**src/rtl/text_console_cursor_engine_top_assert.svh**
```systemverilog
// assertion macros for the text console cursor engine
`ifndef TEXT_CONSOLE_CURSOR_ENGINE_TOP_ASSERT_SVH
`define TEXT_CONSOLE_CURSOR_ENGINE_TOP_ASSERT_SVH

// same-cycle implication, checked outside reset
`define TCCE_ASSERT_NOW(label, ante, cons) \
    label: assert property (@(posedge aclk) disable iff (!aresetn) (ante) |-> (cons)) \
        else $error("cursor engine: same-cycle check failed");

// next-cycle implication, checked outside reset
`define TCCE_ASSERT_NEXT(label, ante, cons) \
    label: assert property (@(posedge aclk) disable iff (!aresetn) (ante) |=> (cons)) \
        else $error("cursor engine: next-cycle check failed");

`endif

```
**src/rtl/tcce_pkg.sv**
```systemverilog
// shared constants and types of the text console cursor engine
`default_nettype none

package tcce_pkg;

    // request kinds
    localparam logic [1:0] REQ_PUT   = 2'd0;
    localparam logic [1:0] REQ_SET   = 2'd1;
    localparam logic [1:0] REQ_CLEAR = 2'd2;

    // result commands
    localparam logic [1:0] CMD_REPORT = 2'd0;
    localparam logic [1:0] CMD_DRAW   = 2'd1;
    localparam logic [1:0] CMD_SCROLL = 2'd2;
    localparam logic [1:0] CMD_CLEAR  = 2'd3;

    // control characters
    localparam logic [7:0] CH_BACKSPACE = 8'd8;
    localparam logic [7:0] CH_TAB       = 8'd9;
    localparam logic [7:0] CH_NEWLINE   = 8'd10;
    localparam logic [7:0] CH_RETURN    = 8'd13;
    localparam logic [7:0] CH_SPACE     = 8'd32;

    // tab stops every four columns
    localparam int TAB_STEP     = 4;
    localparam int TAB_LOW_MASK = 3;

    // configuration register indexes
    localparam int CFG_INDEX_W = 3;
    localparam int CFG_DATA_W  = 24;
    localparam logic [CFG_INDEX_W-1:0] REG_ENABLED  = 3'd0;
    localparam logic [CFG_INDEX_W-1:0] REG_COLUMNS  = 3'd1;
    localparam logic [CFG_INDEX_W-1:0] REG_ROWS     = 3'd2;
    localparam logic [CFG_INDEX_W-1:0] REG_FG_COLOR = 3'd3;
    localparam logic [CFG_INDEX_W-1:0] REG_BG_COLOR = 3'd4;

    // configuration reset values
    localparam logic [7:0]  COLUMNS_RESET  = 8'd80;
    localparam logic [7:0]  ROWS_RESET     = 8'd25;
    localparam logic [23:0] FG_COLOR_RESET = 24'hFFFFFF;
    localparam logic [23:0] BG_COLOR_RESET = 24'h000000;

    // stream widths
    localparam int S_TDATA_W = 24;
    localparam int M_TDATA_W = 88;

    // outcome of one request as worked out by the core
    typedef struct packed {
        logic [1:0] first_cmd;
        logic [7:0] glyph;
        logic [7:0] draw_col;
        logic [7:0] draw_row;
        logic       two;
        logic [1:0] second_cmd;
    } tcce_plan_t;

    // one result as held in the output register
    typedef struct packed {
        logic [1:0]  cmd;
        logic [7:0]  glyph_code;
        logic [7:0]  draw_col;
        logic [7:0]  draw_row;
        logic [23:0] draw_fg;
        logic [23:0] draw_bg;
        logic [7:0]  cursor_col_now;
        logic [7:0]  cursor_row_now;
        logic        last;
    } tcce_result_t;

endpackage

`default_nettype wire

```
**src/rtl/text_console_cursor_engine_top.sv**
```systemverilog
// text console cursor engine: input register, core logic, two-slot result register
// an item passes the input register and then the output register on its way to m_tvalid
// throughput: one item per cycle when it gives one result and m_tready is high; an item with
// two results leaves its second in a pending slot, which holds off the next item
// reset (aresetn, synchronous, active low) empties both stages, zeroes the cursor
// and loads the configuration defaults
`default_nettype none

module text_console_cursor_engine_top #(
    parameter int COORD_BITS = 8
) (
    input  wire logic                                aclk,
    input  wire logic                                aresetn,
    // configuration writes
    input  wire logic                                cfg_wr_en,
    input  wire logic [tcce_pkg::CFG_INDEX_W-1:0]    cfg_index,
    input  wire logic [tcce_pkg::CFG_DATA_W-1:0]     cfg_wdata,
    // request stream
    input  wire logic                                s_tvalid,
    output logic                                     s_tready,
    // char_code [7:0], new_col [15:8], new_row [23:16]
    input  wire logic [tcce_pkg::S_TDATA_W-1:0]      s_tdata,
    // req_type [1:0]
    input  wire logic [1:0]                          s_tuser,
    // result stream
    output logic                                     m_tvalid,
    input  wire logic                                m_tready,
    // glyph_code [7:0], draw_col [15:8], draw_row [23:16], draw_fg [47:24],
    // draw_bg [71:48], cursor_col_now [79:72], cursor_row_now [87:80]
    output logic      [tcce_pkg::M_TDATA_W-1:0]      m_tdata,
    // cmd [1:0]
    output logic      [1:0]                          m_tuser,
    output logic                                     m_tlast
);

    `include "text_console_cursor_engine_top_assert.svh"

    logic                    enabled_reg;
    logic [7:0]              columns_reg;
    logic [7:0]              rows_reg;
    logic [23:0]             fg_color_reg;
    logic [23:0]             bg_color_reg;

    logic [COORD_BITS-1:0]   cursor_col_reg;
    logic [COORD_BITS-1:0]   cursor_row_reg;
    logic [COORD_BITS-1:0]   cursor_col_next;
    logic [COORD_BITS-1:0]   cursor_row_next;

    logic                    in_valid_reg;
    logic [1:0]              in_req_reg;
    logic [7:0]              in_char_reg;
    logic [7:0]              in_col_reg;
    logic [7:0]              in_row_reg;

    tcce_pkg::tcce_result_t  out_reg;
    tcce_pkg::tcce_result_t  first_next;
    logic                    out_valid_reg;
    logic                    pend_valid_reg;
    logic [1:0]              pend_cmd_reg;

    tcce_pkg::tcce_plan_t    plan;
    logic                    out_free;
    logic                    consume;

    // configuration registers
    always_ff @(posedge aclk) begin
        if (!aresetn) begin
            enabled_reg  <= 1'b0;
            columns_reg  <= tcce_pkg::COLUMNS_RESET;
            rows_reg     <= tcce_pkg::ROWS_RESET;
            fg_color_reg <= tcce_pkg::FG_COLOR_RESET;
            bg_color_reg <= tcce_pkg::BG_COLOR_RESET;
        end else if (cfg_wr_en) begin
            case (cfg_index)
                tcce_pkg::REG_ENABLED:  enabled_reg  <= cfg_wdata[0];
                tcce_pkg::REG_COLUMNS:  columns_reg  <= cfg_wdata[7:0];
                tcce_pkg::REG_ROWS:     rows_reg     <= cfg_wdata[7:0];
                tcce_pkg::REG_FG_COLOR: fg_color_reg <= cfg_wdata;
                tcce_pkg::REG_BG_COLOR: bg_color_reg <= cfg_wdata;
                default: begin
                end
            endcase
        end
    end

    // handshake between the stages
    assign out_free = !out_valid_reg || (m_tready && !pend_valid_reg);
    assign consume  = in_valid_reg && out_free;
    assign s_tready = !in_valid_reg || consume;

    // input register
    always_ff @(posedge aclk) begin
        if (!aresetn) begin
            in_valid_reg <= 1'b0;
        end else if (s_tvalid && s_tready) begin
            in_valid_reg <= 1'b1;
        end else if (consume) begin
            in_valid_reg <= 1'b0;
        end
    end

    always_ff @(posedge aclk) begin
        if (s_tvalid && s_tready) begin
            in_req_reg  <= s_tuser;
            in_char_reg <= s_tdata[7:0];
            in_col_reg  <= s_tdata[15:8];
            in_row_reg  <= s_tdata[23:16];
        end
    end

    tcce_core #(
        .COORD_BITS (COORD_BITS)
    ) u_core (
        .enabled         (enabled_reg),
        .text_columns    (columns_reg),
        .text_rows       (rows_reg),
        .req_type        (in_req_reg),
        .char_code       (in_char_reg),
        .new_col         (in_col_reg),
        .new_row         (in_row_reg),
        .cursor_col      (cursor_col_reg),
        .cursor_row      (cursor_row_reg),
        .cursor_col_next (cursor_col_next),
        .cursor_row_next (cursor_row_next),
        .plan            (plan)
    );

    // cursor state moves as each item is taken by the core
    always_ff @(posedge aclk) begin
        if (!aresetn) begin
            cursor_col_reg <= '0;
            cursor_row_reg <= '0;
        end else if (consume) begin
            cursor_col_reg <= cursor_col_next;
            cursor_row_reg <= cursor_row_next;
        end
    end

    // first result of the item; draw fields only on a glyph draw
    always_comb begin
        first_next                = '0;
        first_next.cmd            = plan.first_cmd;
        first_next.cursor_col_now = 8'(cursor_col_next);
        first_next.cursor_row_now = 8'(cursor_row_next);
        first_next.last           = !plan.two;
        if (plan.first_cmd == tcce_pkg::CMD_DRAW) begin
            first_next.glyph_code = plan.glyph;
            first_next.draw_col   = plan.draw_col;
            first_next.draw_row   = plan.draw_row;
            first_next.draw_fg    = fg_color_reg;
            first_next.draw_bg    = bg_color_reg;
        end
    end

    // output control: shown result plus a pending second command
    always_ff @(posedge aclk) begin
        if (!aresetn) begin
            out_valid_reg  <= 1'b0;
            pend_valid_reg <= 1'b0;
        end else if (consume) begin
            out_valid_reg  <= 1'b1;
            pend_valid_reg <= plan.two;
        end else if (m_tvalid && m_tready) begin
            if (pend_valid_reg) begin
                pend_valid_reg <= 1'b0;
            end else begin
                out_valid_reg <= 1'b0;
            end
        end
    end

    // output payload
    always_ff @(posedge aclk) begin
        if (consume) begin
            out_reg      <= first_next;
            pend_cmd_reg <= plan.second_cmd;
        end else if (m_tvalid && m_tready && pend_valid_reg) begin
            out_reg.cmd        <= pend_cmd_reg;
            out_reg.glyph_code <= 8'd0;
            out_reg.draw_col   <= 8'd0;
            out_reg.draw_row   <= 8'd0;
            out_reg.draw_fg    <= 24'd0;
            out_reg.draw_bg    <= 24'd0;
            out_reg.last       <= 1'b1;
        end
    end

    assign m_tvalid = out_valid_reg;
    assign m_tuser  = out_reg.cmd;
    assign m_tlast  = out_reg.last;
    assign m_tdata  = {out_reg.cursor_row_now, out_reg.cursor_col_now,
                       out_reg.draw_bg, out_reg.draw_fg,
                       out_reg.draw_row, out_reg.draw_col, out_reg.glyph_code};

    // a pending second command always sits behind a shown first result
    `TCCE_ASSERT_NOW(a_pend_needs_out, pend_valid_reg, out_valid_reg)

    // a non-final result is always followed by a pending one
    `TCCE_ASSERT_NOW(a_not_last_has_pend, m_tvalid && !m_tlast, pend_valid_reg)

    // taking the first of two results shows the final one next
    `TCCE_ASSERT_NEXT(a_pend_follows, m_tvalid && m_tready && pend_valid_reg,
                      m_tvalid && m_tlast)

    // an item taken by the core is shown in the next cycle
    `TCCE_ASSERT_NEXT(a_consume_shows, consume, m_tvalid)

endmodule

`default_nettype wire

```
**src/rtl/tcce_core.sv**
```systemverilog
// request decode and cursor arithmetic of the text console cursor engine
`default_nettype none

module tcce_core #(
    parameter int COORD_BITS = 8
) (
    input  wire logic                  enabled,
    input  wire logic [7:0]            text_columns,
    input  wire logic [7:0]            text_rows,
    input  wire logic [1:0]            req_type,
    input  wire logic [7:0]            char_code,
    input  wire logic [7:0]            new_col,
    input  wire logic [7:0]            new_row,
    input  wire logic [COORD_BITS-1:0] cursor_col,
    input  wire logic [COORD_BITS-1:0] cursor_row,
    output logic      [COORD_BITS-1:0] cursor_col_next,
    output logic      [COORD_BITS-1:0] cursor_row_next,
    output tcce_pkg::tcce_plan_t       plan
);

    // sums carry one extra bit, compares cover the 8-bit geometry too
    localparam int SW = COORD_BITS + 1;
    localparam int CW = (SW > 8) ? SW : 8;

    logic [SW-1:0] col_s;
    logic [SW-1:0] row_s;
    logic [CW-1:0] cols_eff;
    logic [CW-1:0] rows_eff;
    logic          draw;
    logic [7:0]    glyph;
    logic [7:0]    dcol;
    logic [7:0]    drow;
    logic          extra;
    logic [1:0]    extra_cmd;

    // zero geometry behaves as one
    assign cols_eff = (text_columns == 8'd0) ? CW'(1) : CW'(text_columns);
    assign rows_eff = (text_rows == 8'd0) ? CW'(1) : CW'(text_rows);

    // cursor movement and command selection
    always_comb begin
        col_s           = SW'(cursor_col);
        row_s           = SW'(cursor_row);
        draw            = 1'b0;
        glyph           = 8'd0;
        dcol            = 8'd0;
        drow            = 8'd0;
        extra           = 1'b0;
        extra_cmd       = tcce_pkg::CMD_REPORT;
        cursor_col_next = cursor_col;
        cursor_row_next = cursor_row;
        case (req_type)
            tcce_pkg::REQ_SET: begin
                cursor_col_next = COORD_BITS'(new_col);
                cursor_row_next = COORD_BITS'(new_row);
            end
            tcce_pkg::REQ_CLEAR: begin
                if (enabled) begin
                    cursor_col_next = '0;
                    cursor_row_next = '0;
                    extra           = 1'b1;
                    extra_cmd       = tcce_pkg::CMD_CLEAR;
                end
            end
            tcce_pkg::REQ_PUT: begin
                if (enabled) begin
                    case (char_code)
                        tcce_pkg::CH_NEWLINE: begin
                            col_s = '0;
                            row_s = row_s + SW'(1);
                        end
                        tcce_pkg::CH_RETURN: begin
                            col_s = '0;
                        end
                        tcce_pkg::CH_TAB: begin
                            col_s = (col_s + SW'(tcce_pkg::TAB_STEP))
                                    & ~SW'(tcce_pkg::TAB_LOW_MASK);
                            if (CW'(col_s) >= cols_eff) begin
                                col_s = '0;
                                row_s = row_s + SW'(1);
                            end
                        end
                        tcce_pkg::CH_BACKSPACE: begin
                            if (col_s != '0) begin
                                col_s = col_s - SW'(1);
                                draw  = 1'b1;
                                glyph = tcce_pkg::CH_SPACE;
                                dcol  = 8'(col_s);
                                drow  = 8'(row_s);
                            end
                        end
                        default: begin
                            draw  = 1'b1;
                            glyph = char_code;
                            dcol  = 8'(col_s);
                            drow  = 8'(row_s);
                            col_s = col_s + SW'(1);
                        end
                    endcase
                    // wrap at the right edge
                    if (CW'(col_s) >= cols_eff) begin
                        col_s = '0;
                        row_s = row_s + SW'(1);
                    end
                    // scroll past the bottom, a single row clears instead
                    if (CW'(row_s) >= rows_eff) begin
                        extra = 1'b1;
                        if (rows_eff == CW'(1)) begin
                            col_s     = '0;
                            row_s     = '0;
                            extra_cmd = tcce_pkg::CMD_CLEAR;
                        end else begin
                            row_s     = SW'(rows_eff - CW'(1));
                            extra_cmd = tcce_pkg::CMD_SCROLL;
                        end
                    end
                    cursor_col_next = COORD_BITS'(col_s);
                    cursor_row_next = COORD_BITS'(row_s);
                end
            end
            default: begin
            end
        endcase
    end

    // draw goes first, scroll or clear second
    always_comb begin
        plan            = '0;
        plan.glyph      = glyph;
        plan.draw_col   = dcol;
        plan.draw_row   = drow;
        plan.two        = draw & extra;
        plan.second_cmd = extra_cmd;
        if (draw) begin
            plan.first_cmd = tcce_pkg::CMD_DRAW;
        end else if (extra) begin
            plan.first_cmd = extra_cmd;
        end else begin
            plan.first_cmd = tcce_pkg::CMD_REPORT;
        end
    end

endmodule

`default_nettype wire
```
**config.mk**
```make
export PLATFORM = sky130hd
export DESIGN_NAME = text_console_cursor_engine_top
export DESIGN_NICKNAME = d
export VERILOG_FILES = /design/src/rtl/tcce_pkg.sv /design/src/rtl/text_console_cursor_engine_top.sv /design/src/rtl/tcce_core.sv
export VERILOG_INCLUDE_DIRS = /design/src /design/src/rtl
export SDC_FILE = /design/constraint.sdc
export NUM_CORES = 1
export LEC_CHECK = 0
export ABC_AREA = 0
export BUFFER_PORTS_ARGS = -buffer_cell sky130_fd_sc_hd__buf_2
export CAP_MARGIN = 10
export CORE_ASPECT_RATIO = 0.6
export CORE_MARGIN = 2
export CORE_UTILIZATION = 47
export DETAILED_ROUTE_END_ITERATION = 7
export PLACE_DENSITY_LB_ADDON = 0.2
export SYNTH_ARGS = -nofsm -noshare
export SYNTH_HDL_FRONTEND = slang
export SYNTH_HIERARCHICAL = 1
export SYNTH_SLANG_ARGS = --single-unit
```
**constraint.sdc**
```tcl
create_clock -name aclk -period 7.2 [get_ports aclk]
set_input_delay 0.72 -clock aclk [delete_from_list [all_inputs] [get_ports aclk]]
set_output_delay 0.72 -clock aclk [all_outputs]
set_load 0.02 [all_outputs]
```
==> results of run 1 <==
[report_power, final]
| group | switching, mW | leakage, nW | internal (mW) |
|---|---|---|---|
| sequential | 0.0213 | 1.86 | 1.27 |
| combinational | 0.126 | 2.60 | 0.0706 |
| clock | 0.438 | 0.351 | 0.662 |
[worst paths after layout]
kind / end / slack (ns)
max reg2reg: m_tdata[12]$_SDFFCE_PN0P_ / 0.43
min: in_char_reg[5]$_DFFE_PP_ / 0.39
max: m_tdata[12]$_SDFFCE_PN0P_ / 0.43
min reg2reg: bg_color_reg[10]$_SDFFE_PN0P_ / 0.45
[area by class of cell]
type                       instances  area share (%)
sequential                       203           44.74
multi-input combinational        651           35.90
timing repair buffer             193           9.350
clock buffer                      30           5.538
tap                              273           2.907
inverter                          33           1.054
clock inverter                     6          0.5112
[cells by family after synthesis]
group	after synthesis	synth area share, %
simple gates	406	21.49
fa+ha+maj	31	3.967
mux	37	3.826
xor+xnor	27	2.419
flops	203	53.75
compound gates	150	10.92
buf+inv	88	3.635
[Yosys cell counts (all sizes together), types with 2 or more instances]
library cell	count	area share (%)
clkbuf	42	1.7
o22ai	2	0.13
nand3	47	2.4
ha	31	4.0
nor4	6	0.51
a31o	4	0.36
a21oi	25	1.3
nand4bb	3	0.35
dfxtp	84	17
o21ai	32	1.6
a211oi	7	0.59
a2111oi	4	0.74
nand2b	6	0.46
edfxtp	119	37
xor2	10	0.90
xnor2	17	1.5
inv	33	1.3
buf	13	0.67
nor2b	13	0.83
mux2i	34	3.5
a21boi	27	2.1
nand4b	2	0.18
mux2	3	0.35
a41oi	2	0.18
o21a	7	0.54
a21o	7	0.54
nor4b	2	0.18
or3	2	0.13
and3	10	0.64
o221ai	2	0.18
and2	87	6.3
nor2	29	1.1
nand2	175	6.7
or4	4	0.31
nor3	11	0.56
a22oi	16	1.2
[stage by stage]
| step | area [µm²] | total power [mW] |
|---|---|---|
| 3_3_place_gp | 10980 | 1.506 |
| 2_1_floorplan | 9777 | 1.428 |
| 4_1_cts | 11690 | 2.604 |
| 6_report | 11750 | 2.584 |
| 3_5_place_dp | 10980 | 1.507 |
| 5_1_grt | 11750 | 2.666 |
[per-layer routing]
metal / vias up / wire, µm / share of wire (%)
met3: 28 / 1681 / 6.7
met5: - / 0 / 0
met1: 3500 / 13080 / 52
met2: 246 / 9852 / 39
li1: 3623 / - / -
met4: 0 / 404 / 1.6
[worst max-delay path: cells and delay by family (launching register included)]
kind	cells	cell delay [ns]
xor+xnor	1	0.23
flops	1	0.39
fa+ha+maj	4	1.20
simple gates	7	1.15
buf+inv	7	1.02
compound gates	14	2.50
[cells in the final DEF (no fill, tap or decap), types with 3 or more instances in the layout]
cell type,instances
mux2_2,3
a31o_2,4
dfxtp_1,83
a211oi_1,6
nand4bb_1,3
and3_1,10
clkbuf_8,7
xor2_1,10
and2_2,55
nor2_1,28
a21boi_0,24
a22oi_1,16
nand3_1,46
a21o_1,7
xnor2_1,17
nor4_1,4
buf_2,150
and2_1,32
nand2b_1,5
nor2b_1,13
inv_1,33
clkbuf_16,23
buf_4,41
a21oi_1,21
a21boi_1,3
ha_1,31
mux2i_1,34
o21ai_0,30
nand2_1,175
or4_1,4
edfxtp_1,119
o21a_1,7
nor3_1,11
[timing repair]
item / in CTS / in global routing
resized for setup: 0 / 9
setup buffers: 0 / 3
setup endpoints to repair: 0 / 92
==> impl_metrics.tcl, run 1 <==
set metrics [dict create \
    synth_edf_count 119 \
    status "completed" \
    die_x_um 190.2 \
    grt_max_degree 107 \
    drt-initial-drc-count 606 \
    critPathLaunch "cursor_col_reg[3]$_SDFFE_PN0P_" \
    netlist_instances 942 \
    fin_nets 1191 \
    worst-r2r-cell-count 33 \
    ant_nets 0 \
    cts_hold_buf 0 \
    syn_nets 1031 \
    finalSetupViolCount 0 \
    syn_avg_cell_area_um2 10.38 \
    slowest_stage "dfxtp_1" \
    wl_per_cell_um 18.01 \
    met2_usage_pct 30.88 \
    clock_path_buffers 3 \
    antenna_found_initial 0 \
    htree_num_levels 1 \
    rsz0062_at_grt "no" \
    report.final.slew_viol_count 0 \
    start_util_pct 48.35 \
    relSlewSlack_pct 27.32 \
    slowest_delay_ns 0.39 \
    cts_tree "built" \
    grt-ovfl-total 0 \
    wl_mm 25.02 \
    ir_drop_uv 159.5 \
    crit_fanout 33 \
    period_share_pct 93.97 \
    cp.arrival_ns 7.02 \
    cp-start-kind "flip-flop" \
    fin_tns_setup_ns 0 \
    regArea_um2 5256 \
    layout.cells.non_filler 1389 \
    syn_area_um2 9777 \
    synth_seq_cells 203 \
    fin_skew_ns 0.02367 \
    dr.pass1.iters 6 \
    fmax_mhz 147.8 \
    dp_hpwl_mm 17.20 \
    hold_path_class "in -> reg" \
    multi_input_area_um2 4218 \
    hold_viol 0 \
    core_area_um2 20220 \
    dp_slack_ns 0.3006 \
    min_from "s_tdata[5]" \
    fin_ws_ns 0.4341 \
    critical_path_class "reg -> reg" \
    async_flop_share_pct 0 \
    gp_congestion 0.9506 \
    viasPerCell 5.325 \
    required_ns 7.46 \
    route.detailed.drc 0 \
    ys_seq_area_share_pct 53.75 \
    grt-busiest-layer "met1" \
    hold_path_depth 1 \
    cts-root-buf "clkbuf_16" \
    cts.sinks 203 \
    drive_above_1_share_pct 27.60 \
    cts_buffers 20 \
    grt_usage_pct 22.31 \
    cap_violations 0 \
    critPathCaptureType "flip-flop" \
    areaGrowthSynthToFinish_pct 20.17 \
    largest_register_ff_count 88 \
    grt_use_met1_pct 36.45 \
    dp_cells 1349 \
    r2r-start "cursor_col_reg[3]$_SDFFE_PN0P_" \
    power_leakage_nw 4.808 \
    die_area_um2 22010 \
    first_global_vias 6577 \
    diodes 0 \
    grt_first_pass_wirelength_mm 38.04 \
    period_needed_ns 6.766 \
    ys_types 70 \
    portBuffers 150 \
    ys.flop_type "edfxtp_1" \
    clk_pin_slew_worst_paths_ns 0.06 \
    fp.dieH_um 115.7 \
    fill_cells 1790 \
    clock_latency_ns 0.50 \
    grt_util_met3_pct 3.392 \
    vias 7397 \
    power.density_nw_per_um2 220.0 \
    yosysWarnings 6 \
    tightest_slew_ns 1.090 \
    pin_count 151 \
    whs_ns 0.3929 \
    fin_util_pct 58.11 \
    row_count 40 \
]
Power figures use the tool's default switching activity.
==> run 2, diff against run 1 <==
--- a/config.mk
+++ b/config.mk
@@ -16,5 +16,4 @@
 export PLACE_DENSITY_LB_ADDON = 0.2
 export SYNTH_ARGS = -nofsm -noshare
 export SYNTH_HDL_FRONTEND = slang
-export SYNTH_HIERARCHICAL = 1
 export SYNTH_SLANG_ARGS = --single-unit
==> impl_metrics.tcl, run 2 <==
set metrics [dict create \
    wl_per_cell_um 18.00 \
    largest_register_ff_count 88 \
    viasPerCell 5.437 \
    critPathTopFamily "compound AO/OA/AOI/OAI gates" \
    grt_usage_pct 23.35 \
    report.final.slew_viol_count 0 \
    pin_count 151 \
    grt_max_degree 51 \
    period_share_pct 92.76 \
    p_clk_share_pct 39.4 \
    fin_util_pct 56.49 \
    cts_buffers 20 \
    required_ns 7.63 \
    synth_common_cells "nand2_1 (182), edfxtp_1 (119), dfxtp_1 (84)" \
    p_total_mw 2.556 \
    p_int_mw 1.925 \
    ant_nets 0 \
    cp-start-kind "flip-flop" \
    clock_path_buffers 3 \
    crit_fanout 11 \
    synth_seq_cells 203 \
    critical_path_class "reg -> reg" \
    power.density_nw_per_um2 225.5 \
    fp.dieH_um 114.9 \
    ys_seq_area_share_pct 54.52 \
    cts.sinks 203 \
    route.detailed.drc 0 \
    path_buf_inv 1 \
    p_comb_share_pct 9.9 \
    dr.pass1.iters 5 \
    final_cell_mix "nand2_1 (182), buf_2 (150), edfxtp_1 (119)" \
    wl_mm 25.31 \
    antenna_found_initial 0 \
    fin_nets 1208 \
    fmax_mhz 149.7 \
    async_flop_share_pct 0 \
    drt-initial-drc-count 648 \
    syn_area_um2 9639 \
    grt_first_pass_wirelength_mm 39.65 \
    netlist_instances 982 \
    fill_cells 1800 \
    ys_types 69 \
    syn_nets 1071 \
    fin_tns_setup_ns 0 \
    synth_most_common_cell "nand2_1" \
    synth_top_cell_by_area "edfxtp_1" \
    crit_top_cell "ha_1" \
    cap_violations 0 \
    relSlewSlack_pct 27.69 \
    final_common_cell "nand2_1" \
    htree_num_levels 1 \
    synth_area_leaders "edfxtp_1 (37%), dfxtp_1 (17%), nand2_1 (7.1%), and2_1 (4.2%), ha_1 (4.0%)" \
    rsz0062_at_grt "no" \
    swShare_pct 24.68 \
    diodes 0 \
    hold_path_class "in -> reg" \
    cts_tree "built" \
    power_leakage_nw 4.620 \
    clk_pin_slew_worst_paths_ns 0.07 \
    first_global_vias 7164 \
    cts-root-buf "clkbuf_16" \
    gp_congestion 0.9525 \
    die_area_um2 21710 \
    drive_above_1_share_pct 21.45 \
    start_util_pct 48.03 \
    tightest_slew_ns 1.082 \
    whs_ns 0.3961 \
    finalSetupViolCount 0 \
    areaGrowthSynthToFinish_pct 17.61 \
    synth_edf_count 119 \
    critPathCaptureType "flip-flop" \
    dp_hpwl_mm 17.69 \
    portBuffers 150 \
    syn_avg_cell_area_um2 9.816 \
    ir_drop_uv 186.4 \
    grt-ovfl-total 0 \
    vias 7645 \
    ys.flop_type "edfxtp_1" \
    fin_skew_ns 0.01503 \
    synth_top_cell_area_share_pct 37.07 \
    core_area_um2 20070 \
    period_needed_ns 6.679 \
    status "completed" \
    cp.arrival_ns 7.11 \
    p_seq_share_pct 50.8 \
    row_count 40 \
    slowest_delay_ns 0.49 \
    hold_viol 0 \
    slowest_stage "dfxtp_1" \
    clock_latency_ns 0.50 \
    die_x_um 188.9 \
    yosysWarnings 0 \
    p_sw_uw 630.9 \
]
-- run 2: cell types whose count changed after synthesis, moves of 18 or more --
| cell | change |
|---|---|
| and2_2 | -55 |
| a21oi_1 | +49 |
| and2_1 | +32 |
| nor2_1 | +28 |
| mux2i_1 | -25 |
| a21boi_0 | -24 |
| clkbuf_1 | +18 |
-- run 2: cells by family after synthesis --
kind of cell	share of synthesized area, %
simple gates	20.31
flops	54.52
compound gates	13.45
buf+inv	3.933
fa+ha+maj	4.024
xor+xnor	2.362
mux	1.402
-- run 2: layer usage --
layer	share of wire [%]	track usage, %	wire length, µm	up-vias
met2	40	32.94	10150	298
met3	8.2	5.556	2064	30
met4	1.4	5.313	356	0
met1	50	36.05	12740	3590
li1	-	-	-	3727
met5	0	0	0	-
-- run 2: power by group through the flow --
| stage | clock network (mW) | registers (mW) | logic (mW) |
|---|---|---|---|
| final | 1.01 | 1.30 | 0.252 |
| after global routing | 1.08 | 1.30 | 0.276 |
| after CTS | 1.02 | 1.30 | 0.244 |
| after detailed placement | 0 | 1.32 | 0.243 |
| after global placement | 0 | 1.32 | 0.241 |
| after floorplan | 0 | 1.34 | 0.140 |
-- run 2: area by class of cell --
cell class                      count  area, µm²  share of cell area [%]
Sequential cell                   203       5256                   46.36
Multi-Input combinational cell    681       4033                   35.57
Timing Repair Buffer              174      930.9                   8.211
Clock buffer                       25      570.5                   5.033
Tap cell                          273      341.6                   3.013
Inverter                           39      146.4                   1.291
Clock inverter                     11      58.81                  0.5187
-- run 2: worst paths after layout --
path	startpoint	to	slack, ns	cells past startpoint
worst min register to register	bg_color_reg[23]$_SDFFE_PN0P_	bg_color_reg[23]$_SDFFE_PN0P_	0.45	2
worst min-delay path	s_tdata[20]	in_row_reg[4]$_DFFE_PP_	0.40	1
worst max-delay path	cursor_col_reg[2]$_SDFFE_PN0P_	cursor_col_reg[0]$_SDFFE_PN0P_	0.52	28
worst max register to register	cursor_col_reg[2]$_SDFFE_PN0P_	cursor_col_reg[0]$_SDFFE_PN0P_	0.52	28
-- run 2: what timing repair did --
action,4_1_cts,5_1_grt
resized for setup,0,3
setup buffers,0,6
hold buffers,0,0
endpoints found under the hold margin,0,0
setup endpoints to repair,0,23
-- run 2: metrics by stage --
step | worst slack [ns] | instances | area (µm²)
after floorplan | 1.341 | 982 | 9639
after global placement | 0.6257 | 1364 | 10660
after detailed placement | 0.3563 | 1364 | 10660
after CTS | 0.3500 | 1400 | 11290
after global routing | 0.02936 | 1406 | 11340
final | 0.5213 | 1406 | 11340
